===== config.mk =====
export PLATFORM = sky130hd
export DESIGN_NAME = i2c_master_transaction_sequencer_flat
export DESIGN_NICKNAME = d
export VERILOG_FILES = /design/src/sv/i2cmts_pkg.sv /design/src/sv/i2cmts_req_if.sv /design/src/sv/i2cmts_res_if.sv /design/src/sv/i2c_master_transaction_sequencer.sv /design/src/sv/i2cmts_step.sv /design/src/flat_wrapper.sv
export SDC_FILE = /design/constraint.sdc
export NUM_CORES = 1
export LEC_CHECK = 0
export BUFFER_PORTS_ARGS = -buffer_cell sky130_fd_sc_hd__buf_2
export CORE_ASPECT_RATIO = 1.25
export CORE_UTILIZATION = 45
export DETAILED_ROUTE_END_ITERATION = 8
export GPL_TIMING_DRIVEN = 0
export PLACE_DENSITY = 0.68
export SYNTH_ARGS = -nofsm -noshare
export SYNTH_HDL_FRONTEND = slang
export SYNTH_SLANG_ARGS = --single-unit

===== constraint.sdc =====
create_clock -name clk_i -period 2.8 [get_ports clk_i]
set_input_delay 0.28 -clock clk_i [delete_from_list [all_inputs] [get_ports clk_i]]
set_output_delay 0.28 -clock clk_i [all_outputs]
set_load 0.005 [all_outputs]

===== src/sv/i2cmts_pkg.sv =====
// shared types and constants for the i2c master transaction sequencer
package i2cmts_pkg;

  localparam logic [7:0] MAX_LENGTH       = 8'd255;
  localparam logic [4:0] MAX_ATTEMPTS_RST = 5'd20;

  // bus engine status codes, low three bits masked off
  localparam logic [7:0] ST_MASK      = 8'hF8;
  localparam logic [7:0] ST_START     = 8'h08;
  localparam logic [7:0] ST_REP_START = 8'h10;
  localparam logic [7:0] ST_SLAW_ACK  = 8'h18;
  localparam logic [7:0] ST_SLAW_NACK = 8'h20;
  localparam logic [7:0] ST_DATA_ACK  = 8'h28;
  localparam logic [7:0] ST_DATA_NACK = 8'h30;
  localparam logic [7:0] ST_ARB_LOST  = 8'h38;
  localparam logic [7:0] ST_SLAR_ACK  = 8'h40;
  localparam logic [7:0] ST_SLAR_NACK = 8'h48;
  localparam logic [7:0] ST_RX_ACK    = 8'h50;
  localparam logic [7:0] ST_RX_NACK   = 8'h58;

  // flag bits
  localparam int unsigned FLAG_READ  = 0;
  localparam int unsigned FLAG_TWO_B = 1;

  typedef enum logic [0:0] {
    REQ_START = 1'b0,
    REQ_EVENT = 1'b1
  } req_type_e;

  typedef enum logic [3:0] {
    PH_IDLE    = 4'd0,
    PH_START   = 4'd1,
    PH_SLAW    = 4'd2,
    PH_ADDRHI  = 4'd3,
    PH_ADDRLO  = 4'd4,
    PH_RESTART = 4'd5,
    PH_SLAR    = 4'd6,
    PH_RX      = 4'd7,
    PH_TX      = 4'd8
  } phase_e;

  typedef enum logic [2:0] {
    ACT_NONE   = 3'd0,
    ACT_START  = 3'd1,
    ACT_SEND   = 3'd2,
    ACT_RXACK  = 3'd3,
    ACT_RXNACK = 3'd4,
    ACT_STOP   = 3'd5
  } action_e;

  typedef struct packed {
    logic        req_type;
    logic        is_read;
    logic        two_byte_addr;
    logic [7:0]  dev_addr;
    logic [15:0] mem_addr;
    logic [7:0]  length;
    logic [7:0]  bus_status;
    logic [7:0]  rx_byte;
    logic [7:0]  write_byte;
  } req_t;

  typedef struct packed {
    action_e    action;
    logic [7:0] tx_byte;
    logic       read_valid;
    logic [7:0] read_byte;
    logic       done_res;
    logic       failed;
    logic [7:0] byte_count;
  } res_t;

  typedef struct packed {
    phase_e      phase;
    logic [4:0]  attempt_count;
    logic [7:0]  remaining;
    logic [7:0]  transferred;
    logic [7:0]  latched_device;
    logic [15:0] latched_address;
    logic [1:0]  latched_flags;
  } state_t;

endpackage


===== src/sv/i2cmts_req_if.sv =====
// request channel: start items and bus status events
interface i2cmts_req_if;
  logic               valid;
  logic               ready;
  i2cmts_pkg::req_t   data;

  modport source (output valid, output data, input ready);
  modport sink   (input valid, input data, output ready);
endinterface


===== src/sv/i2cmts_res_if.sv =====
// result channel: bus action and transaction status
interface i2cmts_res_if;
  logic               valid;
  logic               ready;
  i2cmts_pkg::res_t   data;

  modport source (output valid, output data, input ready);
  modport sink   (input valid, input data, output ready);
endinterface


===== src/sv/i2c_master_transaction_sequencer.sv =====
// i2c master register read/write sequencer top level
// path: an accepted item goes into the input register, then through the step logic
//   into the result register
// throughput: one item per cycle while the result register is not stalled; the step logic is a single registered pass
// reset: async active low; phase idle, counters and latches zero, max_attempts 20
// ready falls only when the input register is full and the result register stalls
module i2c_master_transaction_sequencer (
  input  logic                 clk_i,
  input  logic                 rst_ni,
  input  logic                 cfg_we_i,
  input  logic [4:0]           cfg_wdata_i,
  i2cmts_req_if.sink           req_i,
  i2cmts_res_if.source         res_o
);

  // input register
  logic               in_vld_q;
  i2cmts_pkg::req_t   in_q;
  // sequencer state and config
  i2cmts_pkg::state_t st_q, st_d;
  logic [4:0]         max_attempts_q;
  // result register
  logic               res_vld_q;
  i2cmts_pkg::res_t   res_q, res_d;

  logic adv;   // input register item moves into the result register
  logic take;  // new item accepted

  assign adv         = in_vld_q && (!res_vld_q || res_o.ready);
  assign req_i.ready = !in_vld_q || adv;
  assign take        = req_i.valid && req_i.ready;

  i2cmts_step u_step (
    .max_attempts_i (max_attempts_q),
    .cur_i          (st_q),
    .item_i         (in_q),
    .nxt_o          (st_d),
    .res_o          (res_d)
  );

  // control and sequencer state
  always_ff @(posedge clk_i or negedge rst_ni) begin
    if (!rst_ni) begin
      in_vld_q       <= 1'b0;
      res_vld_q      <= 1'b0;
      max_attempts_q <= i2cmts_pkg::MAX_ATTEMPTS_RST;
      st_q           <= '{phase: i2cmts_pkg::PH_IDLE, default: '0};
    end else begin
      if (take) begin
        in_vld_q <= 1'b1;
      end else if (adv) begin
        in_vld_q <= 1'b0;
      end
      // result stays until taken, new one replaces it in the same cycle
      if (adv) begin
        res_vld_q <= 1'b1;
      end else if (res_o.ready) begin
        res_vld_q <= 1'b0;
      end
      if (cfg_we_i) begin
        max_attempts_q <= cfg_wdata_i;
      end
      // state moves only when an item is actually consumed
      if (adv) begin
        st_q <= st_d;
      end
    end
  end

  // payload registers
  always_ff @(posedge clk_i) begin
    if (take) begin
      in_q <= req_i.data;
    end
    if (adv) begin
      res_q <= res_d;
    end
  end

  assign res_o.valid = res_vld_q;
  assign res_o.data  = res_q;

endmodule


===== src/sv/i2cmts_step.sv =====
// next-state and result logic for one item
module i2cmts_step (
  input  logic [4:0]         max_attempts_i,
  input  i2cmts_pkg::state_t cur_i,
  input  i2cmts_pkg::req_t   item_i,
  output i2cmts_pkg::state_t nxt_o,
  output i2cmts_pkg::res_t   res_o
);

  logic [7:0]          st;
  logic                fin;
  logic                fin_ok;
  i2cmts_pkg::action_e act;
  logic [7:0]          tx;
  i2cmts_pkg::state_t  nxt;
  i2cmts_pkg::res_t    res;

  always_comb begin
    st     = item_i.bus_status & i2cmts_pkg::ST_MASK;
    nxt    = cur_i;
    fin    = 1'b0;
    fin_ok = 1'b0;
    act    = i2cmts_pkg::ACT_NONE;
    tx     = 8'd0;
    res    = '0;

    if (item_i.req_type == i2cmts_pkg::REQ_START) begin
      nxt.latched_flags   = {item_i.two_byte_addr, item_i.is_read};
      nxt.latched_device  = item_i.dev_addr;
      nxt.latched_address = item_i.mem_addr;
      nxt.remaining       = (item_i.length > i2cmts_pkg::MAX_LENGTH) ?
                            i2cmts_pkg::MAX_LENGTH : item_i.length;
      nxt.transferred     = 8'd0;
      nxt.attempt_count   = 5'd0;
      if (max_attempts_i == 5'd0) begin
        fin = 1'b1;
      end else begin
        nxt.attempt_count = 5'd1;
        act               = i2cmts_pkg::ACT_START;
        nxt.phase         = i2cmts_pkg::PH_START;
      end
    end else begin
      case (cur_i.phase)
        i2cmts_pkg::PH_START: begin
          if (st inside {i2cmts_pkg::ST_START, i2cmts_pkg::ST_REP_START}) begin
            act = i2cmts_pkg::ACT_SEND; tx = cur_i.latched_device;
            nxt.phase = i2cmts_pkg::PH_SLAW;
          end else if (st == i2cmts_pkg::ST_ARB_LOST) begin
            act = i2cmts_pkg::ACT_START; nxt.phase = i2cmts_pkg::PH_START;
          end else begin
            fin = 1'b1;
          end
        end
        i2cmts_pkg::PH_SLAW: begin
          if (st == i2cmts_pkg::ST_SLAW_ACK) begin
            act = i2cmts_pkg::ACT_SEND;
            if (cur_i.latched_flags[i2cmts_pkg::FLAG_TWO_B]) begin
              tx = cur_i.latched_address[15:8]; nxt.phase = i2cmts_pkg::PH_ADDRHI;
            end else begin
              tx = cur_i.latched_address[7:0]; nxt.phase = i2cmts_pkg::PH_ADDRLO;
            end
          end else if (st == i2cmts_pkg::ST_SLAW_NACK) begin
            if (cur_i.attempt_count >= max_attempts_i) begin
              fin = 1'b1;
            end else begin
              nxt.attempt_count = cur_i.attempt_count + 5'd1;
              act = i2cmts_pkg::ACT_START; nxt.phase = i2cmts_pkg::PH_START;
            end
          end else if (st == i2cmts_pkg::ST_ARB_LOST) begin
            act = i2cmts_pkg::ACT_START; nxt.phase = i2cmts_pkg::PH_START;
          end else begin
            fin = 1'b1; act = i2cmts_pkg::ACT_STOP;
          end
        end
        i2cmts_pkg::PH_ADDRHI, i2cmts_pkg::PH_ADDRLO: begin
          if (st == i2cmts_pkg::ST_DATA_ACK) begin
            if (cur_i.phase == i2cmts_pkg::PH_ADDRHI) begin
              act = i2cmts_pkg::ACT_SEND; tx = cur_i.latched_address[7:0];
              nxt.phase = i2cmts_pkg::PH_ADDRLO;
            end else if (cur_i.latched_flags[i2cmts_pkg::FLAG_READ]) begin
              act = i2cmts_pkg::ACT_START; nxt.phase = i2cmts_pkg::PH_RESTART;
            end else if (cur_i.remaining != 8'd0) begin
              act = i2cmts_pkg::ACT_SEND; tx = item_i.write_byte;
              nxt.phase = i2cmts_pkg::PH_TX;
            end else begin
              fin = 1'b1; fin_ok = 1'b1; act = i2cmts_pkg::ACT_STOP;
            end
          end else if (st == i2cmts_pkg::ST_DATA_NACK) begin
            fin = 1'b1; fin_ok = 1'b1; act = i2cmts_pkg::ACT_STOP;
          end else if (st == i2cmts_pkg::ST_ARB_LOST) begin
            act = i2cmts_pkg::ACT_START; nxt.phase = i2cmts_pkg::PH_START;
          end else begin
            fin = 1'b1; act = i2cmts_pkg::ACT_STOP;
          end
        end
        i2cmts_pkg::PH_RESTART: begin
          if (st inside {i2cmts_pkg::ST_START, i2cmts_pkg::ST_REP_START}) begin
            act = i2cmts_pkg::ACT_SEND; tx = cur_i.latched_device | 8'h01;
            nxt.phase = i2cmts_pkg::PH_SLAR;
          end else if (st == i2cmts_pkg::ST_ARB_LOST) begin
            act = i2cmts_pkg::ACT_START; nxt.phase = i2cmts_pkg::PH_START;
          end else begin
            fin = 1'b1; act = i2cmts_pkg::ACT_STOP;
          end
        end
        i2cmts_pkg::PH_SLAR: begin
          if (st == i2cmts_pkg::ST_SLAR_ACK) begin
            if (cur_i.remaining != 8'd0) begin
              act = (cur_i.remaining > 8'd1) ? i2cmts_pkg::ACT_RXACK
                                             : i2cmts_pkg::ACT_RXNACK;
              nxt.phase = i2cmts_pkg::PH_RX;
            end else begin
              fin = 1'b1; fin_ok = 1'b1; act = i2cmts_pkg::ACT_STOP;
            end
          end else if (st == i2cmts_pkg::ST_SLAR_NACK) begin
            fin = 1'b1; fin_ok = 1'b1; act = i2cmts_pkg::ACT_STOP;
          end else if (st == i2cmts_pkg::ST_ARB_LOST) begin
            act = i2cmts_pkg::ACT_START; nxt.phase = i2cmts_pkg::PH_START;
          end else begin
            fin = 1'b1; act = i2cmts_pkg::ACT_STOP;
          end
        end
        i2cmts_pkg::PH_RX: begin
          if (st inside {i2cmts_pkg::ST_RX_ACK, i2cmts_pkg::ST_RX_NACK}) begin
            res.read_valid  = 1'b1;
            res.read_byte   = item_i.rx_byte;
            nxt.transferred = cur_i.transferred + 8'd1;
            nxt.remaining   = (st == i2cmts_pkg::ST_RX_NACK || cur_i.remaining == 8'd0) ?
                              8'd0 : cur_i.remaining - 8'd1;
            if (nxt.remaining == 8'd0) begin
              fin = 1'b1; fin_ok = 1'b1; act = i2cmts_pkg::ACT_STOP;
            end else begin
              act = (nxt.remaining > 8'd1) ? i2cmts_pkg::ACT_RXACK
                                           : i2cmts_pkg::ACT_RXNACK;
              nxt.phase = i2cmts_pkg::PH_RX;
            end
          end else begin
            fin = 1'b1; act = i2cmts_pkg::ACT_STOP;
          end
        end
        i2cmts_pkg::PH_TX: begin
          if (st == i2cmts_pkg::ST_DATA_ACK) begin
            nxt.transferred = cur_i.transferred + 8'd1;
            nxt.remaining   = (cur_i.remaining == 8'd0) ? 8'd0 : cur_i.remaining - 8'd1;
            if (nxt.remaining != 8'd0) begin
              act = i2cmts_pkg::ACT_SEND; tx = item_i.write_byte;
              nxt.phase = i2cmts_pkg::PH_TX;
            end else begin
              fin = 1'b1; fin_ok = 1'b1; act = i2cmts_pkg::ACT_STOP;
            end
          end else begin
            fin = 1'b1; act = i2cmts_pkg::ACT_STOP;
          end
        end
        default: begin
          nxt.phase = i2cmts_pkg::PH_IDLE;
        end
      endcase
    end

    res.action  = act;
    res.tx_byte = (act == i2cmts_pkg::ACT_SEND) ? tx : 8'd0;
    if (fin) begin
      nxt.phase      = i2cmts_pkg::PH_IDLE;
      res.done_res   = 1'b1;
      res.failed     = ~fin_ok;
      res.byte_count = fin_ok ? nxt.transferred : 8'd0;
    end
  end

  assign nxt_o = nxt;
  assign res_o = res;

endmodule


===== src/flat_wrapper.sv =====
// flat-port wrapper written by rule: the top's interface ports become plain ports
module i2c_master_transaction_sequencer_flat 
  (clk_i, rst_ni, cfg_we_i, cfg_wdata_i, req_i_valid, req_i_data, req_i_ready, res_o_valid, res_o_data, res_o_ready);
  i2cmts_req_if req_i_i ();
  i2cmts_res_if res_o_i ();
  input  logic clk_i;
  input  logic rst_ni;
  input  logic cfg_we_i;
  input  logic [4:0] cfg_wdata_i;
  input wire logic [$bits(req_i_i.valid)-1:0] req_i_valid;
  input wire logic [$bits(req_i_i.data)-1:0] req_i_data;
  output wire logic [$bits(req_i_i.ready)-1:0] req_i_ready;
  output wire logic [$bits(res_o_i.valid)-1:0] res_o_valid;
  output wire logic [$bits(res_o_i.data)-1:0] res_o_data;
  input wire logic [$bits(res_o_i.ready)-1:0] res_o_ready;
  assign req_i_i.valid = req_i_valid;
  assign req_i_i.data = req_i_data;
  assign req_i_ready = req_i_i.ready;
  assign res_o_valid = res_o_i.valid;
  assign res_o_data = res_o_i.data;
  assign res_o_i.ready = res_o_ready;
  i2c_master_transaction_sequencer u_core (.clk_i(clk_i), .rst_ni(rst_ni), .cfg_we_i(cfg_we_i), .cfg_wdata_i(cfg_wdata_i), .req_i(req_i_i), .res_o(res_o_i));
endmodule

==> results.ini <==
[outcome]
outcome = finished, violations left
violations = DRC

[clocking]
cts_made_buffers = 17
cts.sinks = 144
clk_latency_ns = 0.42
path_clk_slew_ns = 0.07
clockBufferDepth = 2
cts_tree = built
root_buffer = clkbuf_16
cts_max_level = 4

[setup_path]
worst_r2r_path_depth = 6
start_kind = flop
crit_fanout = 7
cp_data_arrival_time_ns = 2.93
worstPathRequired_ns = 3.06
cp-end-kind = flop
critPathKind = reg2reg

[hold_path]
worstHoldPathCells = 1
min_path_type = in2reg

[grt]
grt.total_usage_pct = 20.26
grt_pass1_wl_mm = 24.16
grt_start_max_net_pins = 59
antenna_found_initial = 0
grt_overflow = 0
grt_pass1_vias = 4802

[synthesis]
syn_nets = 631
yosys.area_share.xor_xnor_pct = 1.428
yosysMostFrequentCell = edfxtp_1
synthesis.area_um2 = 6745
ys.flop_type = edfxtp_1
synthTopCellsByCount = edfxtp_1, dfrtp_1, nand2_1, nor2_1, a21oi_1
synth_top_area_share_pct = 38.29
yosysUniqueCellTypes = 78
synth_edf_count = 86
ys_top_cells_by_area = edfxtp_1, dfrtp_1, mux2_2
synth-simple-area-share_pct = 15.66
syn_avg_cell_area_um2 = 12.20
synth_fa_ha_area_share_pct = 1.669
synthArstFlopShare_pct = 40.28
synth_compound_area_share_pct = 13.56
ys_warn_count = 0
synth_seq_cells = 144
ys_seq_area_share_pct = 59.84
yosysTopAreaCell = edfxtp_1
synth_top_family_by_area = simple AND/OR/NAND/NOR gates
synth_mux_area_share_pct = 5.101
synth_cells = 553

[place]
post-place-ws_ns = -0.3500
io_buffers = 96
place.gp.congestion = 0.9350
hpwl_mm = 10.47
place_area_um2 = 7470

[floorplan]
initial_utilization_pct = 46.42
die_h_um = 138.9
die-width_um = 111.5
ios = 101
die-area_um2 = 15490
core-area_um2 = 14530
rows = 49

[flow_run]
maxCapViolations = 0

[power_and_ir_drop]
fin_total_pwr_uw = 5622
power_switching_uw = 1557
p_leak_uw = 0.003249
clkPwrFrac_pct = 38.2
swShare_pct = 27.69
max-vdd-ir-drop_mv = 0.4992
p_comb_share_pct = 15.1
p_seq_share_pct = 46.7
intPower_uw = 4065
p_per_area_nw_per_um2 = 684.9

[timing]
final.period_utilization_pct = 95.21
timing.slew.headroom_pct = 43.84
hold_violations = 0
fin_hold_ws_ns = 0.02920
clock_skew_ns = 0.01226
maxSlewViolCount = 0
max_freq_mhz = 375.1
setup_violations = 0
finalCriticalPeriod_ns = 2.666
tightest_slew_ns = 0.8412
setup_tns_ns = 0
timing.final.ws_setup_ns = 0.1340

[routing]
vias_per_cell = 5.651
routedWlPerCell_um = 17.42
drtIter0Drc = 407
dr_total_vias = 4911
wirelength_mm = 15.14
firstDrtPassIters = 9
drc = 3
postRouteAntennaNets = 0

[cells_and_area]
num_antenna_cells = 0
post_route_cells_drive_above_1_share_pct = 31.84
final_nets = 756
final.fill_count = 1231
synthToLayoutAreaGrowth_pct = 21.68
stdcell_area_um2 = 8208

## per-layer routing
layer,vias up,global-route usage (%),routed length [um]
met5,-,0,0
met4,0,9.744,321
met3,24,4.371,748
met2,178,34.08,7564
met1,2366,24.77,6507
li1,2343,-,-
## cell type report
type	count	area (um^2)	area share [%]
clock inverter	13	115.1	1.402
clock buffer	19	452.9	5.518
buffer	25	127.6	1.555
tap	178	222.7	2.713
sequential	144	4038	49.19
multi-input combinational	368	2606	31.75
timing repair buffer	106	585.6	7.134
inverter	16	60.06	0.7317
## repair_timing
item,in CTS,in global routing
hold buffers,0,1
gates cloned,0,0
pin swaps,3,3
setup endpoints to repair,19,16
hold endpoints to repair,0,6
gates resized for setup,6,11
buffers inserted,5,3
## per-stage QoR
step | std cells | util (%)
global placement | 827 | 51.26
CTS | 865 | 55.89
finish | 869 | 56.49
floorplan | 553 | -
detailed placement | 828 | 51.41
global route | 869 | 56.49
## worst max-delay path, stage by stage (launching register included)
cell and delay [ns]:
edfxtp_1 0.52, nand3b_1 0.33, nor3_1 0.52, nand2_1 0.24
nor2_1 0.54, a222oi_1 0.15, a21oi_1 0.20
## cell families after synthesis
group	count (synthesis)
mux	31
buf+inv	41
compound gates	131
fa+ha+maj	9
simple gates	186
flops	144
xor+xnor	11
## cells in the final DEF, fill, tap and decap left out, drive strengths merged, types with 7 or more instances in the layout
cell type,n
mux2,27
and3,9
a222oi,7
buf,117
edfxtp,86
inv,24
a21oi,34
clkbuf,32
o21ai,30
nor3,20
ha,9
dfrtp,56
a22o,10
nand2b,9
nor2,48
nand2,48
## power groups by stage
stage | Combinational [uW] | Sequential, uW | Clock [uW]
2_1_floorplan | 545 | 2620 | 0
3_3_place_gp | 762 | 2650 | 0
3_5_place_dp | 789 | 2660 | 0
4_1_cts | 819 | 2620 | 2180
5_1_grt | 932 | 2650 | 2270
6_report | 849 | 2620 | 2150
## registers in the layout, indices dropped and copies added (netlist names)
name	cells
u_core.max_attempts_q	5
u_core.in_q	56
u_core.res_o.valid	1
u_core.res_o.data	30
u_core.in_vld_q	1
u_core.st_q	51
## path summary, 6_finish.rpt
path / from / end / slack (ns)
max: u_core.in_q[23] / u_core.res_o.data[26] / 0.13
min: req_i_data[2] / u_core.in_q[2] / 0.03
max reg2reg: u_core.in_q[23] / u_core.res_o.data[26] / 0.13
min reg2reg: u_core.in_q[45] / u_core.st_q[15] / 0.48
max in group asynchronous: rst_ni / u_core.st_q[35] / 1.78
min in group asynchronous: rst_ni / u_core.st_q[36] / 0.49
No activity file was read; power rests on OpenSTA's default activity.
